<file path="src/hdl/srsw_pkg.sv">
// ----------------------------------------------------------------------------
// srsw_pkg
// Shared types and codes of the selective repeat sender window.
// ----------------------------------------------------------------------------
package srsw_pkg;

  localparam int ACT_W     = 2;
  localparam int SEQ_W     = 4;
  localparam int TAG_W     = 32;
  localparam int WIN_W     = 4;
  localparam int WIN_RESET = 4;

  localparam logic [ACT_W-1:0] ACT_SEND    = 2'd0;
  localparam logic [ACT_W-1:0] ACT_ACK     = 2'd1;
  localparam logic [ACT_W-1:0] ACT_TIMEOUT = 2'd2;

  typedef struct packed {
    logic [ACT_W-1:0] action;
    logic [SEQ_W-1:0] seq_num;
    logic             checksum_ok;
    logic [TAG_W-1:0] payload_tag;
  } srsw_in_t;

  typedef struct packed {
    logic             accepted;
    logic             tx_valid;
    logic [SEQ_W-1:0] tx_seq;
    logic [TAG_W-1:0] tx_payload_tag;
    logic             timer_start;
    logic             timer_stop;
    logic [SEQ_W-1:0] timer_seq;
    logic             window_full;
  } srsw_out_t;

endpackage

</file>
<file path="src/hdl/srsw_if.sv">
// ----------------------------------------------------------------------------
// srsw_if
// Valid/ready channels for the event input and the result output.
// ----------------------------------------------------------------------------
interface srsw_in_if;
  logic               valid;
  logic               ready;
  srsw_pkg::srsw_in_t data;

  modport source (output valid, output data, input ready);
  modport sink   (input valid, input data, output ready);
endinterface

interface srsw_out_if;
  logic                valid;
  logic                ready;
  srsw_pkg::srsw_out_t data;

  modport source (output valid, output data, input ready);
  modport sink   (input valid, input data, output ready);
endinterface

</file>
<file path="src/hdl/selective_repeat_sender_window_unit.sv">
// Sequencing: every event steps through the calc, address, exec and finish states; an ack
//   that hits also passes the slide state, which walks the acked flags one slot a cycle.
// The result is registered in the finish step, and a new event is taken only in idle, so one
//   event is done before the next is taken. The tag memory is one-port, and a held result
//   stalls the sequencer in its finish step.
// Reset: synchronous, active low; window empty, sequence numbers zero, window size 4.
// ----------------------------------------------------------------------------
// selective_repeat_sender_window_unit
// Sender window of selective repeat ARQ: numbers and stores new packets,
// processes acks with window slide, and retransmits on timer expiry.
// ----------------------------------------------------------------------------
module selective_repeat_sender_window_unit #(
  parameter int SEQ_BITS   = 4,
  parameter int MAX_WINDOW = 8
) (
  input  logic                       clk,
  input  logic                       rst_n,
  input  logic                       cfg_we,
  input  logic [srsw_pkg::WIN_W-1:0] cfg_wdata,
  srsw_in_if.sink                    in_if,
  srsw_out_if.source                 out_if
);
  import srsw_pkg::*;

  localparam int SEQ_SPACE = 1 << SEQ_BITS;
  localparam int CAP       = (MAX_WINDOW < SEQ_SPACE) ? MAX_WINDOW : SEQ_SPACE;
  localparam int CNT_W     = $clog2(CAP + 1);
  localparam int SLOT_W    = (MAX_WINDOW > 1) ? $clog2(MAX_WINDOW) : 1;
  localparam int EW        = (CNT_W > WIN_W) ? CNT_W : WIN_W;
  localparam int CW        = (SEQ_BITS > CNT_W) ? SEQ_BITS : CNT_W;
  localparam int AW        = ((SLOT_W > CW) ? SLOT_W : CW) + 1;

  localparam logic [2:0] S_IDLE  = 3'd0;
  localparam logic [2:0] S_CALC  = 3'd1;
  localparam logic [2:0] S_ADDR  = 3'd2;
  localparam logic [2:0] S_EXEC  = 3'd3;
  localparam logic [2:0] S_SLIDE = 3'd4;
  localparam logic [2:0] S_FIN   = 3'd5;

  localparam logic [1:0] K_NONE = 2'd0;
  localparam logic [1:0] K_SEND = 2'd1;
  localparam logic [1:0] K_STOP = 2'd2;
  localparam logic [1:0] K_RETX = 2'd3;

  logic [2:0]            state_r, state_nxt;
  logic [WIN_W-1:0]      win_r, win_nxt;
  logic [SEQ_BITS-1:0]   next_seq_r, next_seq_nxt;
  logic [SEQ_BITS-1:0]   base_r, base_nxt;
  logic [SLOT_W-1:0]     head_r, head_nxt;
  logic [CNT_W-1:0]      outst_r, outst_nxt;
  logic [MAX_WINDOW-1:0] marks_r, marks_nxt;
  logic                  waiting_r, waiting_nxt;

  logic [ACT_W-1:0]      act_r, act_nxt;
  logic [SEQ_BITS-1:0]   seq_r, seq_nxt;
  logic                  ck_r, ck_nxt;
  logic [TAG_W-1:0]      tag_r, tag_nxt;
  logic [SEQ_BITS-1:0]   off_r, off_nxt;
  logic [SLOT_W-1:0]     slot_r, slot_nxt;
  logic [1:0]            kind_r, kind_nxt;
  logic [SEQ_BITS-1:0]   res_seq_r, res_seq_nxt;
  logic [TAG_W-1:0]      rd_data_r;

  logic                  out_valid_r, out_valid_nxt;
  srsw_out_t             out_data_r, out_data_nxt;

  logic [TAG_W-1:0]      tag_mem [MAX_WINDOW];
  logic                  mem_we;

  logic [EW-1:0]         eff_win;
  logic [EW-1:0]         win_ext;
  logic [CNT_W-1:0]      outst_inc;
  logic                  hit;
  logic [AW-1:0]         slot_sum;
  logic [AW-1:0]         slot_wrap;
  logic                  is_tx;

  always_comb begin
    win_ext = EW'(win_r);
    if (win_ext == '0) begin
      eff_win = EW'(1);
    end else if (win_ext > EW'(CAP)) begin
      eff_win = EW'(CAP);
    end else begin
      eff_win = win_ext;
    end
  end

  assign outst_inc = outst_r + CNT_W'(1);
  assign hit       = CW'(off_r) < CW'(outst_r);
  assign slot_sum  = AW'(head_r) + ((act_r == ACT_SEND) ? AW'(outst_r) : AW'(off_r));
  assign slot_wrap = (slot_sum >= AW'(MAX_WINDOW)) ? slot_sum - AW'(MAX_WINDOW) : slot_sum;
  assign is_tx     = (kind_r == K_SEND) || (kind_r == K_RETX);

  always_comb begin
    state_nxt     = state_r;
    win_nxt       = win_r;
    next_seq_nxt  = next_seq_r;
    base_nxt      = base_r;
    head_nxt      = head_r;
    outst_nxt     = outst_r;
    marks_nxt     = marks_r;
    waiting_nxt   = waiting_r;
    act_nxt       = act_r;
    seq_nxt       = seq_r;
    ck_nxt        = ck_r;
    tag_nxt       = tag_r;
    off_nxt       = off_r;
    slot_nxt      = slot_r;
    kind_nxt      = kind_r;
    res_seq_nxt   = res_seq_r;
    out_valid_nxt = out_valid_r;
    out_data_nxt  = out_data_r;
    mem_we        = 1'b0;

    if (cfg_we) begin
      win_nxt = cfg_wdata;
    end
    if (out_valid_r && out_if.ready) begin
      out_valid_nxt = 1'b0;
    end

    case (state_r)
      S_IDLE: begin
        if (in_if.valid) begin
          act_nxt   = in_if.data.action;
          seq_nxt   = SEQ_BITS'(in_if.data.seq_num);
          ck_nxt    = in_if.data.checksum_ok;
          tag_nxt   = in_if.data.payload_tag;
          state_nxt = S_CALC;
        end
      end
      S_CALC: begin
        off_nxt   = seq_r - base_r;
        state_nxt = S_ADDR;
      end
      S_ADDR: begin
        slot_nxt  = SLOT_W'(slot_wrap);
        state_nxt = S_EXEC;
      end
      S_EXEC: begin
        kind_nxt    = K_NONE;
        res_seq_nxt = seq_r;
        state_nxt   = S_FIN;
        case (act_r)
          ACT_SEND: begin
            if (!waiting_r && (outst_r < CNT_W'(CAP))) begin
              mem_we            = 1'b1;
              marks_nxt[slot_r] = 1'b0;
              outst_nxt         = outst_inc;
              kind_nxt          = K_SEND;
              res_seq_nxt       = next_seq_r;
              next_seq_nxt      = next_seq_r + SEQ_BITS'(1);
              if (EW'(outst_inc) >= eff_win) begin
                waiting_nxt = 1'b1;
              end
            end
          end
          ACT_ACK: begin
            if ((outst_r != '0) && ck_r && hit) begin
              marks_nxt[slot_r] = 1'b1;
              kind_nxt          = K_STOP;
              state_nxt         = S_SLIDE;
            end
          end
          ACT_TIMEOUT: begin
            if ((outst_r != '0) && hit) begin
              kind_nxt = K_RETX;
            end
          end
          default: ;
        endcase
      end
      S_SLIDE: begin
        if ((outst_r != '0) && marks_r[head_r]) begin
          marks_nxt[head_r] = 1'b0;
          head_nxt  = (head_r == SLOT_W'(MAX_WINDOW - 1)) ? '0 : head_r + SLOT_W'(1);
          base_nxt  = base_r + SEQ_BITS'(1);
          outst_nxt = outst_r - CNT_W'(1);
        end else begin
          if (EW'(outst_r) < eff_win) begin
            waiting_nxt = 1'b0;
          end
          state_nxt = S_FIN;
        end
      end
      S_FIN: begin
        if (!out_valid_r || out_if.ready) begin
          out_valid_nxt               = 1'b1;
          out_data_nxt.accepted       = (kind_r == K_SEND);
          out_data_nxt.tx_valid       = is_tx;
          out_data_nxt.tx_seq         = is_tx ? SEQ_W'(res_seq_r) : '0;
          out_data_nxt.tx_payload_tag = (kind_r == K_SEND) ? tag_r :
                                        (kind_r == K_RETX) ? rd_data_r : '0;
          out_data_nxt.timer_start    = is_tx;
          out_data_nxt.timer_stop     = (kind_r == K_STOP);
          out_data_nxt.timer_seq      = (kind_r != K_NONE) ? SEQ_W'(res_seq_r) : '0;
          out_data_nxt.window_full    = waiting_r;
          state_nxt                   = S_IDLE;
        end
      end
      default: begin
        state_nxt = S_IDLE;
      end
    endcase
  end

  always_ff @(posedge clk) begin
    if (!rst_n) begin
      state_r     <= S_IDLE;
      win_r       <= WIN_W'(WIN_RESET);
      next_seq_r  <= '0;
      base_r      <= '0;
      head_r      <= '0;
      outst_r     <= '0;
      marks_r     <= '0;
      waiting_r   <= 1'b0;
      out_valid_r <= 1'b0;
    end else begin
      state_r     <= state_nxt;
      win_r       <= win_nxt;
      next_seq_r  <= next_seq_nxt;
      base_r      <= base_nxt;
      head_r      <= head_nxt;
      outst_r     <= outst_nxt;
      marks_r     <= marks_nxt;
      waiting_r   <= waiting_nxt;
      out_valid_r <= out_valid_nxt;
    end
  end

  always_ff @(posedge clk) begin
    act_r      <= act_nxt;
    seq_r      <= seq_nxt;
    ck_r       <= ck_nxt;
    tag_r      <= tag_nxt;
    off_r      <= off_nxt;
    slot_r     <= slot_nxt;
    kind_r     <= kind_nxt;
    res_seq_r  <= res_seq_nxt;
    out_data_r <= out_data_nxt;
  end

  always_ff @(posedge clk) begin
    if (mem_we) begin
      tag_mem[slot_r] <= tag_r;
    end
    rd_data_r <= tag_mem[slot_r];
  end

  assign in_if.ready  = (state_r == S_IDLE);
  assign out_if.valid = out_valid_r;
  assign out_if.data  = out_data_r;

  a_outst_cap: assert property (@(posedge clk) disable iff (!rst_n)
    outst_r <= CNT_W'(CAP))
    else $error("outstanding count above ring capacity");

  a_wait_nonempty: assert property (@(posedge clk) disable iff (!rst_n)
    (waiting_r && (state_r != S_SLIDE)) |-> (outst_r != '0))
    else $error("waiting with an empty window");

  a_seq_span: assert property (@(posedge clk) disable iff (!rst_n)
    SEQ_BITS'(next_seq_r - base_r) == SEQ_BITS'(outst_r))
    else $error("sequence span disagrees with outstanding count");

  a_marks_clear: assert property (@(posedge clk) disable iff (!rst_n)
    (outst_r == '0) |-> (marks_r == '0))
    else $error("acked flag left set in an empty window");

  a_out_from_fin: assert property (@(posedge clk) disable iff (!rst_n)
    $rose(out_valid_r) |-> ($past(state_r) == S_FIN))
    else $error("result raised outside the finish step");

endmodule

</file>
<file path="src/flat_wrapper.sv">
// flat-port wrapper written by rule: the top's interface ports become plain ports
module selective_repeat_sender_window_unit_flat import srsw_pkg::*;
#(
  parameter int SEQ_BITS   = 4,
  parameter int MAX_WINDOW = 8
)
  (clk, rst_n, cfg_we, cfg_wdata, in_if_valid, in_if_data, in_if_ready, out_if_valid, out_if_data, out_if_ready);
  srsw_in_if in_if_i ();
  srsw_out_if out_if_i ();
  input  logic clk;
  input  logic rst_n;
  input  logic cfg_we;
  input  logic [srsw_pkg::WIN_W-1:0] cfg_wdata;
  input wire logic [$bits(in_if_i.valid)-1:0] in_if_valid;
  input wire logic [$bits(in_if_i.data)-1:0] in_if_data;
  output wire logic [$bits(in_if_i.ready)-1:0] in_if_ready;
  output wire logic [$bits(out_if_i.valid)-1:0] out_if_valid;
  output wire logic [$bits(out_if_i.data)-1:0] out_if_data;
  input wire logic [$bits(out_if_i.ready)-1:0] out_if_ready;
  assign in_if_i.valid = in_if_valid;
  assign in_if_i.data = in_if_data;
  assign in_if_ready = in_if_i.ready;
  assign out_if_valid = out_if_i.valid;
  assign out_if_data = out_if_i.data;
  assign out_if_i.ready = out_if_ready;
  selective_repeat_sender_window_unit #(.SEQ_BITS(SEQ_BITS), .MAX_WINDOW(MAX_WINDOW)) u_core (.clk(clk), .rst_n(rst_n), .cfg_we(cfg_we), .cfg_wdata(cfg_wdata), .in_if(in_if_i), .out_if(out_if_i));
endmodule
</file>
<file path="config.mk">
export PLATFORM = sky130hd
export DESIGN_NAME = selective_repeat_sender_window_unit_flat
export DESIGN_NICKNAME = d
export VERILOG_FILES = /design/src/hdl/srsw_pkg.sv /design/src/hdl/srsw_if.sv /design/src/hdl/selective_repeat_sender_window_unit.sv /design/src/flat_wrapper.sv
export SDC_FILE = /design/constraint.sdc
export NUM_CORES = 1
export LEC_CHECK = 0
export BUFFER_PORTS_ARGS = -buffer_cell sky130_fd_sc_hd__buf_4
export CAP_MARGIN = 5
export CORE_AREA = 2 2 190 192
export CTS_CLUSTER_SIZE = 20
export DETAILED_ROUTE_END_ITERATION = 10
export DIE_AREA = 0 0 192 194
export PLACE_DENSITY = 0.6
export SETUP_SLACK_MARGIN = 0.3
export SLEW_MARGIN = 10
export SYNTH_ARGS = -nofsm -noshare
export SYNTH_HDL_FRONTEND = slang
export SYNTH_SLANG_ARGS = --single-unit
</file>
<file path="constraint.sdc">
create_clock -name clk -period 5.2 [get_ports clk]
set_input_delay 1.3 -clock clk [delete_from_list [all_inputs] [get_ports clk]]
set_output_delay 1.3 -clock clk [all_outputs]
set_load 0.01 [all_outputs]
</file>
==> reports/metrics.yaml <==
floorplanning:
  die_area_sq_um: 37200
  pin_count: 95
  rows: 69
  die_w_um: 192
  die_h_um: 194
  start_util_pct: 44.7
  coreArea_sq_um: 35200
sta:
  rsz0062_at_grt: "no"
  finalHoldViolCount: 0
  fin_skew_ps: 23.8
  fmax_mhz: 316
  finalSetupTns_ps: 0
  tightest_slew_ps: 1000
  fin_crit_ps: 3170
  drv_slew: 0
  period_share_pct: 60.9
  slew_headroom_pct: 33.2
  setup_viol: 0
synthesis:
  synth_fa_ha_area_share_pct: 1.92
  synthSimpleGateAreaFrac_pct: 7.16
  synth_top_family_by_area: "compound AO/OA/AOI/OAI gates"
  syn_area_sq_um: 15700
  synth_top_area_share_pct: 67.2
  ys_seq_area_share_pct: 75.3
  muxShareOfSynthArea_pct: 3.35
  yosys-top-cells-area: "edfxtp_1, dfxtp_1, a22oi_1, mux2i_1, ha_1"
  ys_types: 62
  synthXorXnorAreaFrac_pct: 0.612
  synth_largest_area_cell: "edfxtp_1"
  synth_nets: 1043
  syn_area_per_cell_sq_um: 16.2
  synthCells: 972
  synth_compound_area_share_pct: 9.39
  async_flop_share_pct: 0
  ys.flop_type: "edfxtp_1"
  synth-seq-cells: 416
  synth-edff-count: 352
  ys_warn_count: 0
critical_path:
  worst_setup_path_start_kind: "flip-flop"
  r2r_setup_slack_ps: 2030
  r2r_end: "u_core.tag_mem[6][1]"
  path_max_fanout: 18
  worstPathRequired_ps: 5420
  endpoint_kind: "flip-flop"
  cp_data_arrival_time_ps: 3390
  timing.rr.start: "u_core.state_r[0]"
  crit_type: "flip-flop to flip-flop"
  reg2reg_depth: 5
layout:
  syn2layout_area_growth_pct: 17.5
  antenna_cells: 0
  layout_commonest_cell: "edfxtp_1"
  final_cell_mix: "edfxtp_1, a22oi_1, buf_4"
  postLayoutCoreUtil_pct: 52.5
  multiInputGateArea_sq_um: 3580
  register_area_sq_um: 11900
  nets: 1145
  drive_gt1_share_pct: 19.6
  n_fill_cell: 2941
grt:
  grt_pass1_vias: 8627
  grt_pass1_wl_um: 51800
  grt_max_degree: 40
  antenna_found_initial: 0
  track_usage_pct: 18.3
  overflow: 0
routing:
  viasPerCell: 5.62
  drt-total-wl_um: 34200
  antenna_left: 0
  dr.pass1.iters: 5
  vias: 8811
  wl_per_cell_um: 21.8
  drc: 0
  drt-initial-drc-count: 760
clock_tree:
  post_cts_buffers: 0
  clkTransAtPathRegs_ps: 60
  cts_buffers: 42
  clockRootBuffer: "clkbuf_16"
  cts_resized: 0
  clock_path_buffers: 3
  hold_buffers: 0
  htree_levels: 2
  clock_latency_ps: 550
  tritoncts: "built"
  clock-sinks: 416
power:
  p_comb_share_pct: 4.2
  power_density_nw_per_um2: 402
  seqPwrFrac_pct: 51.5
  p_sw_share_pct: 20.8
  ir_drop_v: 0.000260
  p_leak_uw: 0.00632
  p_total_uw: 7430
  power.internal_uw: 5880
  p_switching_uw: 1550
  clkPwrFrac_pct: 44.3
place:
  io_buffers: 94
  gp_congestion: 0.798
  hpwl_um: 18800
job:
  drv_cap: 0
hold_path:
  hold_start: "u_core.tag_mem[4][25]"
  hold_depth: 2
  hp-class: "flip-flop to flip-flop"
  hold_end: "u_core.rd_data_r[25]"
run_status:
  outcome: "finished, final reports clean"
state kept, by name (all words and copies together) (netlist names), 32 cells and up, named ones only:
name	flops
u_core.out_if.data	44
u_core.rd_data_r	32
u_core.tag_mem	256
u_core.tag_r	32
worst max-delay path by stage:
stage | startpoint | to | slack (ps) | depth (start not counted)
3_5_place_dp | u_core.state_r[0] | u_core.tag_mem[6][23] | 2000 | 5
3_3_place_gp | out_if_ready | u_core.out_if.data[23] | 2090 | 4
2_1_floorplan | out_if_ready | u_core.out_if.data[0] | 1320 | 2
6_report | u_core.state_r[0] | u_core.tag_mem[6][1] | 2030 | 5
5_1_grt | u_core.state_r[0] | u_core.tag_mem[6][9] | 1750 | 5
4_1_cts | u_core.state_r[0] | u_core.tag_mem[6][9] | 2010 | 5
power by group through the flow:
stage	logic (uW)	registers (uW)	clock network, uW
after CTS	316	3830	3360
final	311	3830	3290
after global routing	343	3840	3490
after global placement	311	3890	0
after detailed placement	314	3900	0
after floorplan	208	3850	0
kinds of logic (layout without fill, tap and decap cells):
logic type,Yosys count,in the layout
XOR/XNOR,11,11
AO/OA/AOI/OAI,197,197
flip-flops,416,416
buffers and inverters,74,210
AND/OR/NAND/NOR,199,199
adder cells (fa/ha/maj),23,23
multiplexers,52,52
per-layer routing:
metal	routed length [um]	track usage [%]
met2	16000	29.2
met4	634	4.61
met3	1980	2.79
met1	15600	26.5
met5	0	0
worst max-delay path, stage by stage (launching register included):
cell and delay, ps:
dfxtp_1 500, nand3b_1 230, inv_1 330, and2_1 630
and2_1 750, buf_4 410
cells in the mapped netlist (8+ instances only):
master / count
clkbuf_1: 37
o221a_1: 8
nor2b_1: 40
edfxtp_1: 352
a22oi_1: 132
nand2_1: 22
nor3_1: 9
o21ai_0: 9
inv_1: 15
nand4_1: 34
dfxtp_1: 64
nor2_1: 48
and2_1: 12
mux2i_1: 47
ha_1: 21
a21oi_1: 20
metrics by stage:
stage / area [sq um] / cells / setup WS (ps) / hold WS (ps)
2_1_floorplan: 15700 / 972 / 1320 / 444
3_3_place_gp: 16900 / 1491 / 2090 / 463
3_5_place_dp: 16900 / 1491 / 2000 / 463
4_1_cts: 18500 / 1569 / 2010 / 477
5_1_grt: 18500 / 1569 / 1750 / 510
6_report: 18500 / 1569 / 2030 / 474
area by class of cell:
| cell class | instances | share of cell area (%) |
|---|---|---|
| Clock buffer | 51 | 6.14 |
| Clock inverter | 27 | 2.21 |
| Inverter | 17 | 0.345 |
| Multi-Input combinational cell | 482 | 19.4 |
| Sequential cell | 416 | 64.1 |
| Tap cell | 461 | 3.12 |
| Timing Repair Buffer | 115 | 4.67 |
Note: power is estimated with default switching activity, not from simulation.
